`config.mk`:
```
export PLATFORM = sky130hd
export DESIGN_NAME = sport_frame_encoder
export DESIGN_NICKNAME = d
export VERILOG_FILES = /design/src/hdl/sfe_pkg.sv /design/src/hdl/sfe_front.sv /design/src/hdl/sfe_queue.sv /design/src/hdl/sfe_back.sv /design/src/hdl/sport_frame_encoder.sv
export SDC_FILE = /design/constraint.sdc
export NUM_CORES = 1
export LEC_CHECK = 0
export ABC_CLOCK_PERIOD_IN_PS = 18040
export BUFFER_PORTS_ARGS = -buffer_cell sky130_fd_sc_hd__buf_4
export CAP_MARGIN = 20
export CELL_PAD_IN_SITES_DETAIL_PLACEMENT = 0
export CELL_PAD_IN_SITES_GLOBAL_PLACEMENT = 1
export CORE_MARGIN = 2
export CORE_UTILIZATION = 45
export CTS_CLUSTER_DIAMETER = 120
export CTS_CLUSTER_SIZE = 16
export DETAILED_ROUTE_END_ITERATION = 12
export PLACE_DENSITY = 0.84
export REMOVE_ABC_BUFFERS = 1
export SLEW_MARGIN = 20
export SYNTH_ARGS = -nofsm -noshare
export SYNTH_HDL_FRONTEND = slang
export SYNTH_HIERARCHICAL = 1
export SYNTH_SLANG_ARGS = --single-unit
```
`constraint.sdc`:
```
create_clock -name aclk -period 18.04 [get_ports aclk]
set_clock_uncertainty 0.1 [all_clocks]
set_input_delay 0.902 -clock aclk [delete_from_list [all_inputs] [get_ports aclk]]
set_output_delay 0.902 -clock aclk [all_outputs]
set_load 0.005 [all_outputs]
```
`src/hdl/sfe_pkg.sv`:
```
// ----------------------------------------------------------------------------
// sfe_pkg
// Types and constants shared by the telemetry frame encoder modules.
// ----------------------------------------------------------------------------
package sfe_pkg;

    // Line byte codes.
    localparam logic [7:0] STUFF_MARK = 8'h7D;
    localparam logic [7:0] FRAME_MARK = 8'h7E;
    localparam logic [7:0] STUFF_XOR  = 8'h20;
    localparam logic [7:0] CHECK_BASE = 8'hFF;

    // Raw bytes per frame, check byte included.
    localparam int unsigned FRAME_BYTES = 8;
    localparam int unsigned IDX_W       = $clog2(FRAME_BYTES);
    localparam logic [IDX_W-1:0] LAST_IDX = IDX_W'(FRAME_BYTES - 1);

    // Frame queue between the front and the back.
    localparam int unsigned QUEUE_DEPTH = 2;
    localparam int unsigned QPTR_W      = $clog2(QUEUE_DEPTH);

    // Input beat: one telemetry frame.
    typedef struct packed {
        logic        [7:0]  frame_header;
        logic        [15:0] sensor_id;
        logic signed [31:0] data_value;
    } in_beat_t;

    // Output beat: one line byte.
    typedef struct packed {
        logic [7:0] out_byte;
        logic       last_byte;
    } out_beat_t;

    // Raw frame bytes in line order, byte 0 first.
    typedef logic [FRAME_BYTES-1:0][7:0] frame_t;

    // Head of the frame queue as seen by the back.
    typedef struct packed {
        logic   valid;
        frame_t frame;
    } q_head_t;

    // Returns 1 when a byte must be escaped on the line.
    function automatic logic needs_stuff(input logic [7:0] b);
        return (b == STUFF_MARK) || (b == FRAME_MARK);
    endfunction

endpackage

```
`src/hdl/sfe_front.sv`:
```
// ----------------------------------------------------------------------------
// sfe_front
// Accepts frames, splits them into raw line bytes and appends the check byte.
// ----------------------------------------------------------------------------
module sfe_front import sfe_pkg::*; (
    input  logic     s_valid,
    output logic     s_ready,
    input  in_beat_t s_data,
    input  logic     q_full,
    output logic     q_push,
    output frame_t   q_frame
);

    logic [6:0][7:0] raw;
    logic [7:0]      sum;
    logic [10:0]     total;
    logic [8:0]      fold;

    // The front takes a beat whenever the queue has room.
    assign s_ready = !q_full;
    assign q_push  = s_valid && !q_full;

    // Byte split: header, ID low first, value little-endian.
    always_comb begin
        raw[0] = s_data.frame_header;
        raw[1] = s_data.sensor_id[7:0];
        raw[2] = s_data.sensor_id[15:8];
        raw[3] = s_data.data_value[7:0];
        raw[4] = s_data.data_value[15:8];
        raw[5] = s_data.data_value[23:16];
        raw[6] = s_data.data_value[31:24];
    end

    // Eight-bit sum with end-around carry over the seven raw bytes. The bytes
    // are added in a balanced tree, then the carries above bit 7 are folded
    // back into the low byte twice; the second fold can no longer carry out.
    always_comb begin
        total = ({3'b000, raw[0]} + {3'b000, raw[1]})
              + ({3'b000, raw[2]} + {3'b000, raw[3]})
              + (({3'b000, raw[4]} + {3'b000, raw[5]}) + {3'b000, raw[6]});
        fold  = {1'b0, total[7:0]} + {6'b000000, total[10:8]};
        sum   = fold[7:0] + {7'b0, fold[8]};
    end

    // Assemble the frame with the check byte last.
    always_comb begin
        for (int i = 0; i < 7; i++) begin
            q_frame[i] = raw[i];
        end
        q_frame[FRAME_BYTES-1] = CHECK_BASE - sum;
    end

endmodule

```
`src/hdl/sfe_queue.sv`:
```
// ----------------------------------------------------------------------------
// sfe_queue
// Short frame queue that lets the front and the back stall independently.
// ----------------------------------------------------------------------------
module sfe_queue import sfe_pkg::*; (
    input  logic    aclk,
    input  logic    aresetn,
    input  logic    push,
    input  frame_t  push_frame,
    output logic    full,
    input  logic    pop,
    output q_head_t head
);

    frame_t            entry_reg [QUEUE_DEPTH];
    logic [QPTR_W-1:0] wr_ptr_reg, wr_ptr_next;
    logic [QPTR_W-1:0] rd_ptr_reg, rd_ptr_next;
    logic [QPTR_W:0]   count_reg, count_next;

    assign full       = (count_reg == (QPTR_W+1)'(QUEUE_DEPTH));
    assign head.valid = (count_reg != '0);
    assign head.frame = entry_reg[rd_ptr_reg];

    // Pointer and fill count update.
    always_comb begin
        wr_ptr_next = wr_ptr_reg;
        rd_ptr_next = rd_ptr_reg;
        count_next  = count_reg;
        if (push) begin
            wr_ptr_next = (wr_ptr_reg == QPTR_W'(QUEUE_DEPTH - 1)) ? '0 : wr_ptr_reg + 1'b1;
        end
        if (pop) begin
            rd_ptr_next = (rd_ptr_reg == QPTR_W'(QUEUE_DEPTH - 1)) ? '0 : rd_ptr_reg + 1'b1;
        end
        unique case ({push, pop})
            2'b10:   count_next = count_reg + 1'b1;
            2'b01:   count_next = count_reg - 1'b1;
            default: count_next = count_reg;
        endcase
    end

    always_ff @(posedge aclk) begin
        if (!aresetn) begin
            wr_ptr_reg <= '0;
            rd_ptr_reg <= '0;
            count_reg  <= '0;
        end else begin
            wr_ptr_reg <= wr_ptr_next;
            rd_ptr_reg <= rd_ptr_next;
            count_reg  <= count_next;
        end
    end

    // Entry storage needs no reset.
    always_ff @(posedge aclk) begin
        if (push) begin
            entry_reg[wr_ptr_reg] <= push_frame;
        end
    end

    // The front must never push into a full queue.
    a_no_overflow: assert property (@(posedge aclk) disable iff (!aresetn)
        push |-> !full) else $error("frame pushed into a full queue");

    // The back must never pop an empty queue.
    a_no_underflow: assert property (@(posedge aclk) disable iff (!aresetn)
        pop |-> head.valid) else $error("frame popped from an empty queue");

endmodule

```
`src/hdl/sfe_back.sv`:
```
// ----------------------------------------------------------------------------
// sfe_back
// Serializes queued frames into escaped line bytes, one beat per cycle while a frame is queued and m_ready allows.
// ----------------------------------------------------------------------------
module sfe_back import sfe_pkg::*; (
    input  logic      aclk,
    input  logic      aresetn,
    input  q_head_t   head,
    output logic      pop,
    output logic      m_valid,
    input  logic      m_ready,
    output out_beat_t m_data
);

    logic [IDX_W-1:0] idx_reg, idx_next;
    logic             esc_reg, esc_next;
    logic             m_valid_reg, m_valid_next;
    out_beat_t        m_data_reg, m_data_next;
    logic [7:0]       cur_byte;
    logic             load;

    assign cur_byte = head.frame[idx_reg];
    assign m_valid  = m_valid_reg;
    assign m_data   = m_data_reg;

    // A new beat is loaded when a frame is queued and the output register is empty or being taken.
    assign load = head.valid && (!m_valid_reg || m_ready);

    // Byte sequencing with escape handling.
    always_comb begin
        idx_next     = idx_reg;
        esc_next     = esc_reg;
        m_valid_next = m_valid_reg && !m_ready;
        m_data_next  = m_data_reg;
        pop          = 1'b0;
        if (load) begin
            m_valid_next = 1'b1;
            priority if (esc_reg) begin
                m_data_next.out_byte  = cur_byte ^ STUFF_XOR;
                m_data_next.last_byte = (idx_reg == LAST_IDX);
                esc_next              = 1'b0;
                idx_next              = idx_reg + 1'b1;
                pop                   = (idx_reg == LAST_IDX);
            end else if (needs_stuff(cur_byte)) begin
                m_data_next.out_byte  = STUFF_MARK;
                m_data_next.last_byte = 1'b0;
                esc_next              = 1'b1;
            end else begin
                m_data_next.out_byte  = cur_byte;
                m_data_next.last_byte = (idx_reg == LAST_IDX);
                idx_next              = idx_reg + 1'b1;
                pop                   = (idx_reg == LAST_IDX);
            end
        end
    end

    always_ff @(posedge aclk) begin
        if (!aresetn) begin
            idx_reg     <= '0;
            esc_reg     <= 1'b0;
            m_valid_reg <= 1'b0;
        end else begin
            idx_reg     <= idx_next;
            esc_reg     <= esc_next;
            m_valid_reg <= m_valid_next;
        end
    end

    // Output payload needs no reset.
    always_ff @(posedge aclk) begin
        m_data_reg <= m_data_next;
    end

    // While an escape is pending, the escape mark sits in the output register.
    a_esc_shown: assert property (@(posedge aclk) disable iff (!aresetn)
        esc_reg |-> (m_valid_reg && m_data_reg.out_byte == STUFF_MARK &&
                     !m_data_reg.last_byte))
        else $error("escape pending without escape mark on output");

    // After the last beat of a frame the sequencer is back at the first byte.
    a_last_rewinds: assert property (@(posedge aclk) disable iff (!aresetn)
        (m_valid_reg && m_data_reg.last_byte) |-> (idx_reg == '0 && !esc_reg))
        else $error("last beat shown with sequencer mid-frame");

    // A frame leaves the queue only together with its last beat.
    a_pop_with_last: assert property (@(posedge aclk) disable iff (!aresetn)
        pop |=> (m_valid_reg && m_data_reg.last_byte))
        else $error("frame popped without its last beat");

endmodule

```
`src/hdl/sport_frame_encoder.sv`:
```
// ----------------------------------------------------------------------------
// sport_frame_encoder
// Telemetry frame encoder: check byte, byte stuffing and line serialization.
// ----------------------------------------------------------------------------
//  Channel  Dir  Ports                      Beat
//  s_       in   s_valid s_ready s_data     one frame (header, ID, value)
//  m_       out  m_valid m_ready m_data     one line byte with last flag
//
//  A frame produces 8 to 16 output beats, one per cycle while m_ready is high;
//  the byte sequencer in the back sets that figure, one line byte a cycle.
//  Frames are taken back to back into a two-entry queue, so a new frame is
//  accepted while earlier ones are still being sent.
//  Reset is synchronous and active low; it empties the queue and the output.
//  A stall on m_ready holds the output beat; s_ready drops when the queue fills.
// ----------------------------------------------------------------------------
module sport_frame_encoder import sfe_pkg::*; (
    input  logic      aclk,
    input  logic      aresetn,
    input  logic      s_valid,
    output logic      s_ready,
    input  in_beat_t  s_data,
    output logic      m_valid,
    input  logic      m_ready,
    output out_beat_t m_data
);

    logic    q_full;
    logic    q_push;
    logic    q_pop;
    frame_t  q_frame;
    q_head_t q_head;

    // Front: accept frames and build raw bytes with the check byte.
    sfe_front u_front (
        .s_valid (s_valid),
        .s_ready (s_ready),
        .s_data  (s_data),
        .q_full  (q_full),
        .q_push  (q_push),
        .q_frame (q_frame)
    );

    // Queue between front and back.
    sfe_queue u_queue (
        .aclk       (aclk),
        .aresetn    (aresetn),
        .push       (q_push),
        .push_frame (q_frame),
        .full       (q_full),
        .pop        (q_pop),
        .head       (q_head)
    );

    // Back: escape and serialize onto the line.
    sfe_back u_back (
        .aclk    (aclk),
        .aresetn (aresetn),
        .head    (q_head),
        .pop     (q_pop),
        .m_valid (m_valid),
        .m_ready (m_ready),
        .m_data  (m_data)
    );

endmodule
```
== Yosys cells after proc, flatten, opt, wreduce, memory -nomap -nowiden ==
Memory sizes are Yosys's and may differ from the RTL's. A register that Yosys moved wholly into a read port is not among the register bits.
Index checks and enable logic that the tools add are counted.

* Memories: 1
* Flip-flop bits (word level): 18
* Memory bits (writable): 128

* Equal/unequal tests: 7
* Add/subtract/negate cells: 14
* Reduce and logical (&&, ||, !) cells: 11
* Multiplexer cells: 19
* Magnitude comparators: 1
* Bitwise operators: 1

{| class="wikitable"
|+ Memories
! name !! words !! width !! rd ports !! clocked after Yosys merged registers in !! wr ports !! RTL line !! text
|-
| u_queue.entry_reg || 2 || 64 || 1 || 1 || 1 || sfe_queue.sv:15 || <nowiki>frame_t entry_reg [QUEUE_DEPTH];</nowiki>
|}

{| class="wikitable"
|+ Operators by type and width
! cell !! count
|-
| $add 8x8->9 || 3
|-
| $bmux 8 s3 || 1
|-
| $add 11x11->11 || 2
|-
| $mux 9 || 2
|-
| $eq 8x7->1 const B || 2
|-
| $mux 1 || 12
|-
| $add 11x8->11 || 1
|-
| $add 8x3->9 || 1
|-
| $add 8x1->8 || 1
|-
| $mux 8 || 1
|-
| $sub 8x8->8 const A || 1
|-
| $mux 3 || 2
|-
| $eq 2x2->1 const B || 2
|-
| $lt 3x4->1 const B || 1
|-
| $pmux 2 s2 || 1
|-
| $reduce_bool 2->1 || 2
|-
| $add 3x1->3 const B || 1
|-
| $eq 3x3->1 const B || 1
|-
| $logic_and 1x1->1 || 3
|-
| $logic_not 1->1 || 3
|-
| $add 1x1->1 const B || 2
|-
| $add 2x1->2 const B || 1
|-
| $eq 2x1->1 const B || 1
|-
| $logic_or 1x1->1 || 2
|-
| other kinds (4) || 4
|}

== Longest topological paths before layout ==
* Depth in word-level cells: 9
* Gate-level depth with buffers: 25
* Mapped depth without buffers: 25

== By module ==
Netlist, hierarchy kept.

{| class="wikitable"
|+ By module, submodules not included
! module !! cells each !! area an instance (µm²) !! instances
|-
| sfe_queue || 221 || 4,833.4 || 1
|-
| sfe_front || 250 || 2,109.5 || 1
|-
| sfe_back || 81 || 1,161.1 || 1
|}

== Least setup slack after synthesis ==
No wires, ideal clock.

* Path kind: input to register
* Start point: input port s_data[3] (netlist bit)
* End point: memory u_queue/entry_reg[0][63] (netlist bit), data pin
* Arrival: 6.047 ns
* Cell stages on the path: 25
* Required time: 17.677 ns
* Path slack: 11.630 ns
* Cell sequence: inv_1 > fa_1 > inv_1 > fa_1 > fa_1 > inv_1 > fa_1 > inv_1 > ha_1 > nor2b_1 > o21a_1 > o21a_2 > o21ai_1 > a21oi_1 > xor2_1 > fa_1 > a21oi_1 > nor2_1 > and4_1 > ha_1 > nand3_1 > a21oi_1 > o21a_2 > nand3_1 > xor2_1

{| class="wikitable"
|+ RTL lines
! what !! RTL line !! text
|-
| start: declaration || sport_frame_encoder.sv:21 || <nowiki>input in_beat_t s_data,</nowiki>
|-
| end: declaration || sfe_queue.sv:15 ||
|}

==> reports/qor.yml <==
synth_compound_area_share_pct: 2.79
worstPathRequired_ns: 18.09
setup_ws_ns: 11.56
synth_top_family_by_area: "multiplexers"
dpl.hpwl_um: 10200
fin_nets: 698
port_buffers: 70
synth-xor-area-share_pct: 2.15
grtUsageTotal_pct: 16.4
drv_cap: 0
overflow: 0
initial_core_util_pct: 45.4
fmax_mhz: 154
initialDrtViolationCount: 264
critPathMaxFanout: 4
final_layout_size_suffix_gt1_share_pct: 32.2
clock_latency_ns: 0.42
clockRootBuffer: "clkbuf_16"
netlist.area_leader.share_pct: 50.8
wl_per_cell_um: 17.7
ios: 71
fp.dieArea_um2: 19100
finalNonFillerCells: 819
combPwrFrac_pct: 40.7
fin_crit_sh_pct: 35.9
grt_pass1_vias: 4619
drv_slew: 0
crit_type: "in2reg"
synth.distinct_cells: 47
synth_area_leader_cell: "edfxtp_1"
core_um2: 17800
yosysSeqAreaShare_pct: 53.2
rows: 49
grt_setup_unrepaired: "no"
cts-buffers-inserted: 17
synthMuxAreaShare_pct: 15.0
post_cts_buffers: 0
cp_common_cell: "fa_1"
cp.arrival_ns: 6.54
die_y_um: 138
synthTopCellsByArea: "edfxtp_1, fa_1, mux2_2"
crit_slowest_cell: "fa_1"
relSlewSlack_pct: 32.4
grt_start_max_net_pins: 65
p_leak_nw: 3.57
cts_htree_levels: 4
largest_reg_flops: 128
routed_wl_um: 14500
async_reset_ff_share_pct: 0
swShare_pct: 33.8
setup_violations: 0
yosysWarnings: 6
cts_buffer_depth: 2
whs_ns: 0.401
synth_fa_ha_area_share_pct: 13.0
diodes: 0
fillerInstances: 1492
hold_viol: 0
antenna_found_initial: 0
clockPowerShare_pct: 25.5
gp_congestion: 0.854
path_clk_slew_ns: 0.06
cts_num_sinks: 147
cp-end-kind: "flop"
powerDensity_nw_per_um2: 157
vias: 4109
slowest_delay_ns: 0.56
drc: 0
synth_ff_type: "edfxtp_1"
p_switching_mw: 0.483
pwr-share-seq_pct: 33.9
die_w_um: 138
syn_inst: 552
grt_pass1_wl_um: 24000
syn_area_um2: 8100
hold_buffers: 0
power.internal_mw: 0.944
syn_avg_cell_area_um2: 14.7
fin_crit_ns: 6.48
ys_ff_latch: 147
areaGrowthSynthToFinish_pct: 11.9
dr.pass1.iters: 6
synth_edf_count: 137
yosys.area_share.simple_pct: 3.30
cp-start-kind: "input port"
status: "completed"
antenna_left: 0
cts_resized: 0
hold_class: "reg2reg"
cts_tree: "done"
worst_pin_slew_ns: 1.01
dp_slack_ns: 11.14
viasPerCell: 5.02
setup_tns_ns: 0
vdd_drop_max_uv: 112
dp.cells: 787
total_power_mw: 1.43
## cell usage in the layout (no fill, tap or decap), drive strengths merged, types with 3 or more instances in the layout
master    n
nor2b     3
a21oi    10
a21o      3
fa       39
mux2i     7
o21ai     6
nand2    15
a21boi    3
and2      5
nand3     7
inv      90
buf      74
nor3      4
edfxtp  137
clkinv    5
dfxtp    10
mux4     16
clkbuf   23
xnor2    12
xor2      7
nor2      4
ha       22
o21a      4
mux2     66
## per-layer routing
metal / GRT usage, % / routed length (µm)
met1: 20.4 / 6360
met2: 27.1 / 7260
met3: 4.19 / 524
met4: 7.36 / 327
met5: 0 / 0
## cell usage after synthesis (2+ instances only)
| master | n |
|---|---|
| mux4_2 | 5 |
| o21a_1 | 2 |
| buf_2 | 2 |
| a21boi_0 | 2 |
| fa_1 | 39 |
| a21o_1 | 3 |
| nand3_1 | 7 |
| xnor2_1 | 12 |
| nor2_1 | 4 |
| o21ai_1 | 2 |
| o21ai_0 | 4 |
| o21a_2 | 2 |
| mux2i_1 | 7 |
| nor2b_1 | 3 |
| a21oi_1 | 9 |
| buf_6 | 3 |
| and2_1 | 5 |
| mux4_1 | 11 |
| buf_4 | 63 |
| nor3_1 | 3 |
| inv_1 | 88 |
| ha_1 | 22 |
| dfxtp_1 | 10 |
| xor2_1 | 6 |
| edfxtp_1 | 137 |
| nand2_1 | 15 |
| mux2_2 | 65 |
| or3_1 | 2 |
## worst paths after layout
path / from / endpoint / slack, ns / cells after the start
hold reg to reg: u_queue/count_reg[1] / u_queue/count_reg[1] / 0.40 / 2
hold / removal: u_queue/count_reg[1] / u_queue/count_reg[1] / 0.40 / 2
setup reg to reg: flop / u_queue/count_reg[1] / 13.91 / 10
setup / recovery: s_data[2] / u_queue/entry_reg[1][62] / 11.56 / 25
## final cells by class
type                            instances  area, µm²  area share, %
Sequential cell                       147       4320           47.6
Multi-Input combinational cell        249       2950           32.6
Timing Repair Buffer                   74        556           6.13
Clock buffer                           23        543           5.99
Inverter                               88        330           3.64
Tap cell                              229        287           3.16
Clock inverter                          9       83.8          0.925
## cell families (layout without fill, tap and decap cells)
kind of cell | Yosys count | after routing
and+or+nand+nor | 50 | 50
DFF | 147 | 147
xor gates and xnor gates | 19 | 19
adders and majority gates | 61 | 61
buffers and inverters | 156 | 194
muxes | 89 | 89
AOI/OAI and AO/OA | 30 | 30
## metrics by stage
step	util (%)	cell area (µm²)
2_1_floorplan	-	7590
3_3_place_gp	47.3	8440
3_5_place_dp	47.3	8440
4_1_cts	50.8	9070
5_1_grt	50.8	9070
6_report	50.8	9070
## worst max-delay path: cells and delay by family
family / cells / cell delay, ns
adder cells (fa/ha/maj): 8 / 3.25
AO/OA/AOI/OAI: 6 / 0.92
AND/OR/NAND/NOR: 5 / 0.73
XOR/XNOR: 2 / 0.47
buffers and inverters: 4 / 0.28
## power groups by stage
| stage | clock network (mW) | logic [mW] | registers, mW |
|---|---|---|---|
| detailed placement | 0 | 0.574 | 0.491 |
| global placement | 0 | 0.552 | 0.488 |
| CTS | 0.371 | 0.580 | 0.484 |
| global route | 0.385 | 0.656 | 0.487 |
| floorplan | 0 | 0.426 | 0.488 |
| finish | 0.364 | 0.581 | 0.483 |
No activity file was read; power rests on OpenSTA's default activity.
